**config.mk**
```make
export PLATFORM = sky130hd
export DESIGN_NAME = timed_slot_pool_free_list
export DESIGN_NICKNAME = d
export VERILOG_FILES = /design/src/sv/tspfl_pkg.sv /design/src/sv/tspfl_ram.sv /design/src/sv/timed_slot_pool_free_list.sv
export SDC_FILE = /design/constraint.sdc
export NUM_CORES = 2
export LEC_CHECK = 0
export BUFFER_PORTS_ARGS = -buffer_cell sky130_fd_sc_hd__buf_4
export CAP_MARGIN = 10
export CORE_MARGIN = 10
export CORE_UTILIZATION = 51
export CTS_CLUSTER_SIZE = 40
export DETAILED_ROUTE_END_ITERATION = 10
export PLACE_DENSITY = 0.67
export SYNTH_ARGS = -nofsm -noshare
export SYNTH_HDL_FRONTEND = slang
export SYNTH_HIERARCHICAL = 1
export SYNTH_SLANG_ARGS = --single-unit
```
**constraint.sdc**
```tcl
create_clock -name clock -period 14.3 [get_ports clock]
set_input_delay 0 -clock clock [delete_from_list [all_inputs] [get_ports clock]]
set_output_delay 0 -clock clock [all_outputs]
set_load 0.005 [all_outputs]
```
**src/sv/tspfl_pkg.sv**
```systemverilog
// ----------------------------------------------------------------------------
// Timed slot pool package
// Shared request and response types and the mode codes.
// ----------------------------------------------------------------------------
package tspfl_pkg;

   typedef enum logic [1:0] {
      MODE_ADD   = 2'd0,
      MODE_TICK  = 2'd1,
      MODE_CLEAR = 2'd2,
      MODE_READ  = 2'd3
   } mode_type;

   typedef struct packed {
      mode_type           mode;
      logic signed [15:0] pos_x;
      logic signed [15:0] pos_y;
      logic signed [15:0] pos_z;
      logic        [15:0] radius;
      logic        [15:0] lifetime;
      logic        [15:0] elapse;
      logic        [4:0]  slot_select;
   } req_type;

   typedef struct packed {
      logic               accepted;
      logic        [4:0]  slot_index;
      logic               any_active;
      logic               read_active;
      logic signed [15:0] read_x;
      logic signed [15:0] read_y;
      logic signed [15:0] read_z;
      logic        [15:0] read_radius;
      logic        [15:0] read_elapsed;
      logic        [15:0] read_lifetime;
   } rsp_type;

endpackage

```
**src/sv/tspfl_ram.sv**
```systemverilog
// ----------------------------------------------------------------------------
// Generic RAM
// One write port, one read port, read data registered.
// ----------------------------------------------------------------------------
module tspfl_ram #(
   parameter int WIDTH = 8,
   parameter int DEPTH = 32
) (
   input  logic                     clock,
   input  logic                     wr_en,
   input  logic [$clog2(DEPTH)-1:0] wr_addr,
   input  logic [WIDTH-1:0]         wr_data,
   input  logic [$clog2(DEPTH)-1:0] rd_addr,
   output logic [WIDTH-1:0]         rd_data
);

   logic [WIDTH-1:0] mem [DEPTH];

   always_ff @(posedge clock) begin
      if (wr_en) begin
         mem[wr_addr] <= wr_data;
      end
      rd_data <= mem[rd_addr];
   end

endmodule

```
**src/sv/timed_slot_pool_free_list.sv**
```systemverilog
// Result strobe is registered: clear and a refused add set it from idle, add and
// read from their own state, tick after walking the slot memory a slot per cycle.
// One item at a time: busy stays high until the result strobe; the next item
// may be taken in the cycle that carries the strobe. The receiver cannot stall.
// Reset and clear need no clearing pass over the memories: slot and queue flags
// are flip-flops cleared at once.
// ----------------------------------------------------------------------------
// Timed slot pool with FIFO free list
// Slot contents and the free queue live in RAM; ticks age every live slot in turn.
// ----------------------------------------------------------------------------
module timed_slot_pool_free_list
   import tspfl_pkg::*;
#(
   parameter int SLOTS = 32
) (
   input  logic    clock,
   input  logic    reset,
   input  logic    start,
   output logic    busy,
   input  req_type req_data,
   output logic    rsp_valid,
   output rsp_type rsp_data
);

   localparam int IDXW = $clog2(SLOTS);
   localparam int CW   = $clog2(SLOTS + 1);
   localparam int SELW = (IDXW > 5) ? IDXW : 5;

   typedef struct packed {
      logic [15:0] pos_x;
      logic [15:0] pos_y;
      logic [15:0] pos_z;
      logic [15:0] radius;
      logic [15:0] elapsed;
      logic [15:0] lifetime;
   } slot_word_type;

   typedef enum logic [3:0] {
      ST_IDLE = 4'b0001,
      ST_ADD  = 4'b0010,
      ST_TICK = 4'b0100,
      ST_READ = 4'b1000
   } state_type;

   state_type            state_ff, state_in;
   logic [SLOTS-1:0]     slot_valid_ff, slot_valid_in;
   logic [SLOTS-1:0]     queue_written_ff, queue_written_in;
   logic [IDXW-1:0]      head_ff, head_in;
   logic [CW-1:0]        count_ff, count_in;
   logic [CW-1:0]        active_ff, active_in;
   logic [IDXW-1:0]      scan_ff, scan_in;
   logic                 in_range_ff, in_range_in;
   req_type              item_ff, item_in;
   logic                 rsp_valid_ff, rsp_valid_in;
   rsp_type              rsp_ff, rsp_in;

   // memory ports
   logic                 slot_wr_en;
   logic [IDXW-1:0]      slot_wr_addr;
   slot_word_type        slot_wr_data;
   logic [IDXW-1:0]      slot_rd_addr;
   slot_word_type        slot_rd_data;
   logic                 queue_wr_en;
   logic [IDXW-1:0]      queue_wr_addr;
   logic [IDXW-1:0]      queue_rd_addr;
   logic [IDXW-1:0]      queue_rd_data;

   logic [CW:0]          tail_sum;
   logic [IDXW-1:0]      tail;
   logic [IDXW-1:0]      head_next;
   logic [16:0]          age_sum;
   logic [15:0]          age_sat;
   logic                 expire;
   logic [IDXW-1:0]      add_slot;
   logic [SELW-1:0]      add_slot_wide;
   logic [SELW-1:0]      sel_wide;

   tspfl_ram #(
      .WIDTH ($bits(slot_word_type)),
      .DEPTH (SLOTS)
   ) u_slot_ram (
      .clock   (clock),
      .wr_en   (slot_wr_en),
      .wr_addr (slot_wr_addr),
      .wr_data (slot_wr_data),
      .rd_addr (slot_rd_addr),
      .rd_data (slot_rd_data)
   );

   tspfl_ram #(
      .WIDTH (IDXW),
      .DEPTH (SLOTS)
   ) u_queue_ram (
      .clock   (clock),
      .wr_en   (queue_wr_en),
      .wr_addr (queue_wr_addr),
      .wr_data (scan_ff),
      .rd_addr (queue_rd_addr),
      .rd_data (queue_rd_data)
   );

   assign tail_sum  = (CW+1)'(head_ff) + (CW+1)'(count_ff);
   assign tail      = (tail_sum >= (CW+1)'(SLOTS)) ? IDXW'(tail_sum - (CW+1)'(SLOTS))
                                                   : IDXW'(tail_sum);
   assign head_next = (head_ff == IDXW'(SLOTS - 1)) ? '0 : head_ff + 1'b1;

   assign age_sum = {1'b0, slot_rd_data.elapsed} + {1'b0, item_ff.elapse};
   assign age_sat = age_sum[16] ? 16'hFFFF : age_sum[15:0];
   assign expire  = (age_sat >= slot_rd_data.lifetime);

   // a queue entry never written since clear holds its own position
   assign add_slot      = queue_written_ff[head_ff] ? queue_rd_data : head_ff;
   assign add_slot_wide = SELW'(add_slot);
   assign sel_wide      = SELW'(req_data.slot_select);

   always_comb begin
      state_in         = state_ff;
      slot_valid_in    = slot_valid_ff;
      queue_written_in = queue_written_ff;
      head_in          = head_ff;
      count_in         = count_ff;
      active_in        = active_ff;
      scan_in          = scan_ff;
      in_range_in      = in_range_ff;
      item_in          = item_ff;
      rsp_valid_in     = 1'b0;
      rsp_in           = '0;

      slot_wr_en       = 1'b0;
      slot_wr_addr     = scan_ff;
      slot_wr_data     = slot_rd_data;
      slot_rd_addr     = scan_ff + 1'b1;
      queue_wr_en      = 1'b0;
      queue_wr_addr    = tail;
      queue_rd_addr    = head_ff;

      unique case (state_ff)
         ST_IDLE: begin
            slot_rd_addr = sel_wide[IDXW-1:0];
            if (start) begin
               item_in = req_data;
               unique case (req_data.mode)
                  MODE_ADD: begin
                     if (count_ff == '0) begin
                        rsp_valid_in       = 1'b1;
                        rsp_in.any_active  = (active_ff != '0);
                     end else begin
                        state_in = ST_ADD;
                     end
                  end
                  MODE_TICK: begin
                     slot_rd_addr = '0;
                     scan_in      = '0;
                     state_in     = ST_TICK;
                  end
                  MODE_CLEAR: begin
                     slot_valid_in     = '0;
                     queue_written_in  = '0;
                     head_in           = '0;
                     count_in          = CW'(SLOTS);
                     active_in         = '0;
                     rsp_valid_in      = 1'b1;
                  end
                  MODE_READ: begin
                     scan_in     = sel_wide[IDXW-1:0];
                     in_range_in = (32'(req_data.slot_select) < 32'(SLOTS));
                     state_in    = ST_READ;
                  end
                  default: begin
                     state_in = ST_IDLE;
                  end
               endcase
            end
         end

         ST_ADD: begin
            slot_wr_en             = 1'b1;
            slot_wr_addr           = add_slot;
            slot_wr_data.pos_x     = item_ff.pos_x;
            slot_wr_data.pos_y     = item_ff.pos_y;
            slot_wr_data.pos_z     = item_ff.pos_z;
            slot_wr_data.radius    = item_ff.radius;
            slot_wr_data.elapsed   = '0;
            slot_wr_data.lifetime  = item_ff.lifetime;
            slot_valid_in[add_slot] = 1'b1;
            active_in              = active_ff + 1'b1;
            head_in                = head_next;
            count_in               = count_ff - 1'b1;
            rsp_valid_in           = 1'b1;
            rsp_in.accepted        = 1'b1;
            rsp_in.slot_index      = add_slot_wide[4:0];
            rsp_in.any_active      = 1'b1;
            state_in               = ST_IDLE;
         end

         ST_TICK: begin
            if (slot_valid_ff[scan_ff]) begin
               if (expire) begin
                  // retire the slot and append it to the free queue
                  slot_valid_in[scan_ff]  = 1'b0;
                  active_in               = active_ff - 1'b1;
                  queue_wr_en             = 1'b1;
                  queue_written_in[tail]  = 1'b1;
                  count_in                = count_ff + 1'b1;
               end else begin
                  slot_wr_en           = 1'b1;
                  slot_wr_data.elapsed = age_sat;
               end
            end
            scan_in = scan_ff + 1'b1;
            if (scan_ff == IDXW'(SLOTS - 1)) begin
               rsp_valid_in      = 1'b1;
               rsp_in.any_active = (active_in != '0);
               state_in          = ST_IDLE;
            end
         end

         ST_READ: begin
            rsp_valid_in      = 1'b1;
            rsp_in.any_active = (active_ff != '0);
            if (in_range_ff && slot_valid_ff[scan_ff]) begin
               rsp_in.read_active   = 1'b1;
               rsp_in.read_x        = slot_rd_data.pos_x;
               rsp_in.read_y        = slot_rd_data.pos_y;
               rsp_in.read_z        = slot_rd_data.pos_z;
               rsp_in.read_radius   = slot_rd_data.radius;
               rsp_in.read_elapsed  = slot_rd_data.elapsed;
               rsp_in.read_lifetime = slot_rd_data.lifetime;
            end
            state_in = ST_IDLE;
         end

         default: begin
            state_in = ST_IDLE;
         end
      endcase
   end

   always_ff @(posedge clock) begin
      if (reset) begin
         state_ff         <= ST_IDLE;
         slot_valid_ff    <= '0;
         queue_written_ff <= '0;
         head_ff          <= '0;
         count_ff         <= CW'(SLOTS);
         active_ff        <= '0;
         rsp_valid_ff     <= 1'b0;
      end else begin
         state_ff         <= state_in;
         slot_valid_ff    <= slot_valid_in;
         queue_written_ff <= queue_written_in;
         head_ff          <= head_in;
         count_ff         <= count_in;
         active_ff        <= active_in;
         rsp_valid_ff     <= rsp_valid_in;
      end
      scan_ff     <= scan_in;
      in_range_ff <= in_range_in;
      item_ff     <= item_in;
      rsp_ff      <= rsp_in;
   end

   assign busy      = (state_ff != ST_IDLE);
   assign rsp_valid = rsp_valid_ff;
   assign rsp_data  = rsp_ff;

endmodule

```
# == Word-level counts from Yosys, hierarchy flattened ==
# Memories as Yosys holds them, arrays and structs flattened. A register that Yosys moved wholly into a read port is not among the register bits.
# Index checks and enable logic that the tools add are counted.
# totals
regBits,291
latch_bits,0
mem_bits_rw,3232
rom_bits,0
word_cells,160
memories,2
# op_classes
add_sub_neg,9
multipliers,0
div_mod_pow,0
n_lt_le_gt_ge,9
n_eq_ne,18
n_shift,0
muxes,75
bitwise_logic,4
reduce_logical,19
# memory_table
name,words,width,read_ports,rd_clocked_by_memory_dff,wr,line,source
u_slot_ram.mem,32,96,1,1,1,tspfl_ram.sv:17,logic [WIDTH-1:0] mem [DEPTH];
u_queue_ram.mem,32,5,1,1,1,tspfl_ram.sv:17,
# ops
cell,n
two-way mux 32 bit,6
two-way mux 97 bit,1
one-hot mux 32 bit (3 select lines),1
two-way mux 16 bit,4
two-way mux 64 bit,1
OR 32 bit,2
one-hot mux 32 bit (2 select lines),1
two-way mux 6 bit,10
two-way mux 5 bit,10
one-hot mux 6 bit (3 select lines),2
bitwise AND 32 bit,1
NOT 32 bit,1
one-hot mux 16 bit (2 select lines),1
one-hot mux 5 bit (2 select lines),3
less-than comparator 5 x 6 -> 1 bit (second input constant),4
two-way mux 1 bit,21
adder 16 x 16 -> 17 bit,1
greater-or-equal comparator 16 bit,1
demux 1 bit (select 5 bit),3
greater-or-equal comparator 5 x 1 -> 1 bit (second input constant),3
adder 6 x 1 -> 6 bit (second input constant),2
two-way mux 4 bit,3
one-hot mux 4 bit (3 select lines),1
nonzero test 6 bit,2
other kinds (32),49

# == Depth between registers and ports, before layout ==
# logic_depth
word_depth,11
depth_mapped,21
ltp_nobuf,19

# == Cells and area by module ==
# The synthesis kept the hierarchy.
# modules_own_cells
mod,instances,cells_each,area_per_inst_um2,seq_area_each_um2
tspfl_ram at u_slot_ram,1,5604,118542.4,94170.3
timed_slot_pool_free_list,1,1465,14017.2,6836.6
tspfl_ram at u_queue_ram,1,277,6344.8,4904.7

# == Least setup slack after synthesis ==
# Ideal clock, no wire load.
# synth_path
kind,register -> register
startpoint,reg item_ff[5] (netlist name)
endpoint,"mem u_slot_ram/mem[28][0] (netlist name), enable pin"
t_arrival_ps,8777
required_ps,13748
slack_ps,4971
stages_incl_launch_ff,22
n_path_buf,3
period_less_slack_ps,9329
cell_sequence,edfxtp_1 > ha_1 > fa_1 > a211oi_1 > o21ai_0 > a21oi_1 > o221ai_1 > a21o_1 > clkbuf_1 > nor2_1 > inv_1 > ha_1 > a211oi_1 > nand2_1 > a211o_1 > a211oi_1 > o211ai_1 > clkbuf_1 > nand2_1 > or3b_2 > clkbuf_1 > nor2_1
# synth_via
elab_chain_len,8
# synth_rtl
item,line,source
from (decl),timed_slot_pool_free_list.sv:53,"req_type item_ff, item_in;"
from (signal assigned),timed_slot_pool_free_list.sv:259,item_ff <= item_in;
adder 16 x 16 -> 17 bit,timed_slot_pool_free_list.sv:107,"assign age_sum = {1'b0, slot_rd_data.elapsed} + {1'b0, item_ff.elapse};"
two-way mux 16 bit,timed_slot_pool_free_list.sv:108,assign age_sat = age_sum[16] ? 16'hFFFF : age_sum[15:0];
greater-or-equal comparator 16 bit,timed_slot_pool_free_list.sv:109,assign expire = (age_sat >= slot_rd_data.lifetime);
two-way mux 1 bit,timed_slot_pool_free_list.sv:198,if (expire) begin
two-way mux 1 bit,timed_slot_pool_free_list.sv:197,if (slot_valid_ff[scan_ff]) begin
one-hot mux 1 bit (2 select lines),timed_slot_pool_free_list.sv:137,unique case (state_ff)
named net slot_wr_en,timed_slot_pool_free_list.sv:58,logic slot_wr_en;
two-way mux 1 bit,tspfl_ram.sv:20,if (wr_en) begin
two-way mux 1 bit (not written as such),tspfl_ram.sv:21,mem[wr_addr] <= wr_data;
to (decl),tspfl_ram.sv:17,
# The timed path passes the listed nets, and every way through them passes these cells.

# == Worst setup path in the final report ==
# layout_path
startpoint,reg item_ff[5] (netlist name)
endpoint,"mem u_slot_ram/mem[17][44] (netlist name), enable pin"
# The elaborated chain is that of the path after synthesis.

==> run_results.csv <==
group,metric,value,unit
pwr,p_leak,53.05,nW
cts,clk_latency,0.93,ns
place,hpwlAfterDp,200200,µm
die,dieWidth,541.9,µm
cts,post_cts_buffers,0,
global_route,grt_max_degree,134,
die,io_pins,212,
place,port_buffers,211,
pwr,swShare,0.2622,
worst_setup_path,cp_num_cells,21,
place,place_inst,10890,
global_route,track_usage,0.2400,
yosys,async_flop_share,0,
cells_and_area,layout.nets,8069,
timing,worst_pin_slew,1.312,ns
timing,rsz0062_at_grt,"false",
cells_and_area,multi_input_area,31120,µm²
pwr,clkPwrFrac,0.362,
global_route,grt_first_pass_wirelength,523300,µm
yosys,ys.warnings.count,6,
yosys,synth_fp_nets,7505,
worst_setup_path,slowest_delay,1.24,ns
worst_setup_path,path_delay_family,"compound AO/OA/AOI/OAI gates",
run,drv_cap,0,
cts,cts_buffers,363,
worst_setup_path,crit_type,"flop to flop",
worst_setup_path,critPathSlowestCell,"nor2_4",
routing,detail_route.iter0.violations,9384,
cells_and_area,drive_above_1_share,0.1863,
worst_setup_path,crit_chain,"ha_1 -> fa_1 -> a211oi_1 -> o21ai_0 -> a21oi_1 -> o221ai_1 -> a21o_1 -> nor2_1 -> inv_1 -> ha_1 -> a211oi_1 -> nand2_1 -> a211o_1 -> a211oi_1 -> o211ai_1 -> buf_4 -> nand2_1 -> nand3b_1 -> nor2_4 -> buf_4 -> buf_4",
cts,cts_tree,"done",
cts,cts.htree.levels,5,
global_route,grt_pass1_vias,74060,
routing,wl_per_cell,30.61,µm
worst_setup_path,cp.required,14.86,ns
worst_setup_path,crit_path_end_kind,"flop",
yosys,ys.flop_type,"edfxtp_1",
yosys,synth-edff-count,3333,
routing,drtAntennaViolNets,0,
die,initial_utilization,0.5126,
routing,wl,361100,µm
global_route,overflow,0,
timing,min_period,9.072,ns
timing,finalClockSkew,0.05258,ns
worst_setup_path,path_max_fanout,37,
yosys,synth_seq_cells,3624,
worst_setup_path,start_kind,"flop",
routing,drcViolationCount,0,
pwr,p_sw,6.998,mW
cts,root_buffer,"clkbuf_16",
die,die_h,541.9,µm
status,outcome,"finished clean",
pwr,power.combinational.fraction,0.150,
cells_and_area,layout.area.seq,105900,µm²
cells_and_area,nFillCells,19590,
timing,hold_slack,0.07783,ns
worst_setup_path,cp.arrival,9.63,ns
place,dpl_cell_area,144800,µm²
cts,cts_sinks,3624,
cts,ctsHoldBuffers,215,
timing,fmax,110.2,MHz
cells_and_area,syn_to_final_growth,14.78,%
timing,slew_headroom,0.1254,
die,die_area,293600,µm²
timing,finalCritPeriodShare,0.6344,
pwr,powerDensity,167.4,nW/µm²
pwr,ir_drop,0.1386,mV
die,coreArea,271000,µm²
global_route,antenna_found_initial,15,
hold_path,holdPathStages,5,
worst_setup_path,reg2reg_depth,21,
hold_path,hp-class,"input pin to flop",
place,routabilityCongestion,0.8173,
yosys,yosysMostFrequentCell,"edfxtp_1",
cts,cts.clk_slew.worst_paths,0.06,ns
routing,drt-pass1-iter-count,6,
yosys,seq_area_frac_synth,0.7625,
die,rows,191,
yosys,synth_commonest_cells,"edfxtp_1 (3333), mux2i_1 (802), a22oi_1 (522)",
timing,finalSetupViolations,0,
pwr,power,26.68,mW
timing,hold_viol_final,0,
worst_setup_path,critPathBufInv,4,
place,place_ws,5.445,ns
yosys,synthTopCellsByArea,"edfxtp_1 (72%), mux4_2 (7.1%), mux2i_1 (5.8%), dfxtp_1 (4.2%), a22oi_1 (2.8%)",
cells_and_area,fin_area,159400,µm²
yosys,synth_area_per_cell,18.91,µm²
yosys,yosysTopAreaCellShare,0.7205,
cells_and_area,finalNonFillerCells,11800,
timing,slew_violations,0,
cts,post_cts_resized,0,
yosys,synth_area,138900,µm²
pwr,pwr-share-seq,0.488,
yosys,synth_cell_types,81,
cells_and_area,fin_util,0.5883,
timing,setup_slack,5.228,ns
routing,vias,74110,
yosys,yosysTopAreaCell,"edfxtp_1",
routing,via_per_inst,6.283,
yosys,syn_inst,7346,
pwr,power.internal,19.69,mW
cts,cts_buffer_depth,4,
timing,fin_tns_setup,0,ns
==> logic make-up after synthesis <==
family | Yosys count | synth area share
flip-flops | 3624 | 0.7625
multiplexers | 1264 | 0.1314
AND/OR/NAND/NOR | 998 | 0.03490
AO/OA/AOI/OAI | 902 | 0.04783
buffers and inverters | 483 | 0.01710
adder cells (fa/ha/maj) | 53 | 0.004936
XOR/XNOR | 22 | 0.001387
==> path summary, 6_finish.rpt <==
| kind | startpoint | end | slack [ns] |
|---|---|---|---|
| worst max-delay path | item_ff[5] | u_slot_ram/mem[17][44] | 5.23 |
| worst min-delay path | start | state_ff[0] | 0.08 |
| worst max register to register | item_ff[5] | u_slot_ram/mem[17][44] | 5.23 |
| worst min register to register | queue_written_ff[5] | queue_written_ff[5] | 0.45 |
==> worst register-to-register path, cell delays in order (launching register included) <==
cell      delay [ns]
edfxtp_1        0.37
ha_1            0.25
fa_1            0.45
a211oi_1        0.32
o21ai_0         0.22
a21oi_1         0.31
o221ai_1        0.20
a21o_1          0.40
nor2_1          0.27
inv_1           0.07
ha_1            0.30
a211oi_1        0.24
nand2_1         0.15
a211o_1         0.30
a211oi_1        0.71
o211ai_1        0.16
buf_4           0.30
nand2_1         0.23
nand3b_1        0.62
nor2_4          1.24
buf_4           0.83
buf_4           0.70
==> layer usage <==
metal	wire (µm)	up-vias	share of wire	track usage
li1	-	30960	-	-
met1	146500	38820	0.41	0.3406
met2	173300	3698	0.48	0.3881
met3	30680	625	0.085	0.03936
met4	10710	0	0.030	0.06778
met5	0	-	0	0
==> cells in the final DEF, fill, tap and decap left out, drive strengths merged, types with 54 or more instances in the layout <==
master	n
edfxtp	3333
mux2i	803
a22oi	522
clkbuf	459
mux4	443
buf	411
nand2	344
dfxtp	291
nand3	228
dlygate4sd3	215
clkinv	137
nor2	135
and2	112
inv	72
a21oi	59
a22o	54
==> state kept, by name, indices dropped and copies added (netlist names) <==
register,cells
u_slot_ram/mem,3072
u_queue_ram/mem,160
rsp_data,104
item_ff,96
u_slot_ram/rd_data,96
queue_written_ff,32
slot_valid_ff,32
active_ff,6
count_ff,6
head_ff,5
scan_ff,5
u_queue_ram/rd_data,5
state_ff,4
rsp_valid,1
==> power by group through the flow <==
stage | Sequential, mW | Combinational (mW) | Clock, mW
2_1_floorplan | 13.2 | 2.37 | 0
3_3_place_gp | 13.3 | 3.79 | 0
3_5_place_dp | 13.3 | 3.86 | 0
4_1_cts | 13.0 | 3.92 | 9.80
5_1_grt | 13.0 | 4.28 | 10.2
6_report | 13.0 | 4.00 | 9.66
==> layout make-up <==
type,count,area share
Sequential cell,3624,0.6643
Multi-Input combinational cell,3239,0.1952
Clock buffer,459,0.06097
Timing Repair Buffer,626,0.03459
Tap cell,3570,0.02802
Clock inverter,214,0.01541
Inverter,56,0.001397
Antenna cell,7,0.0001099
No activity file was read; power rests on OpenSTA's default activity.
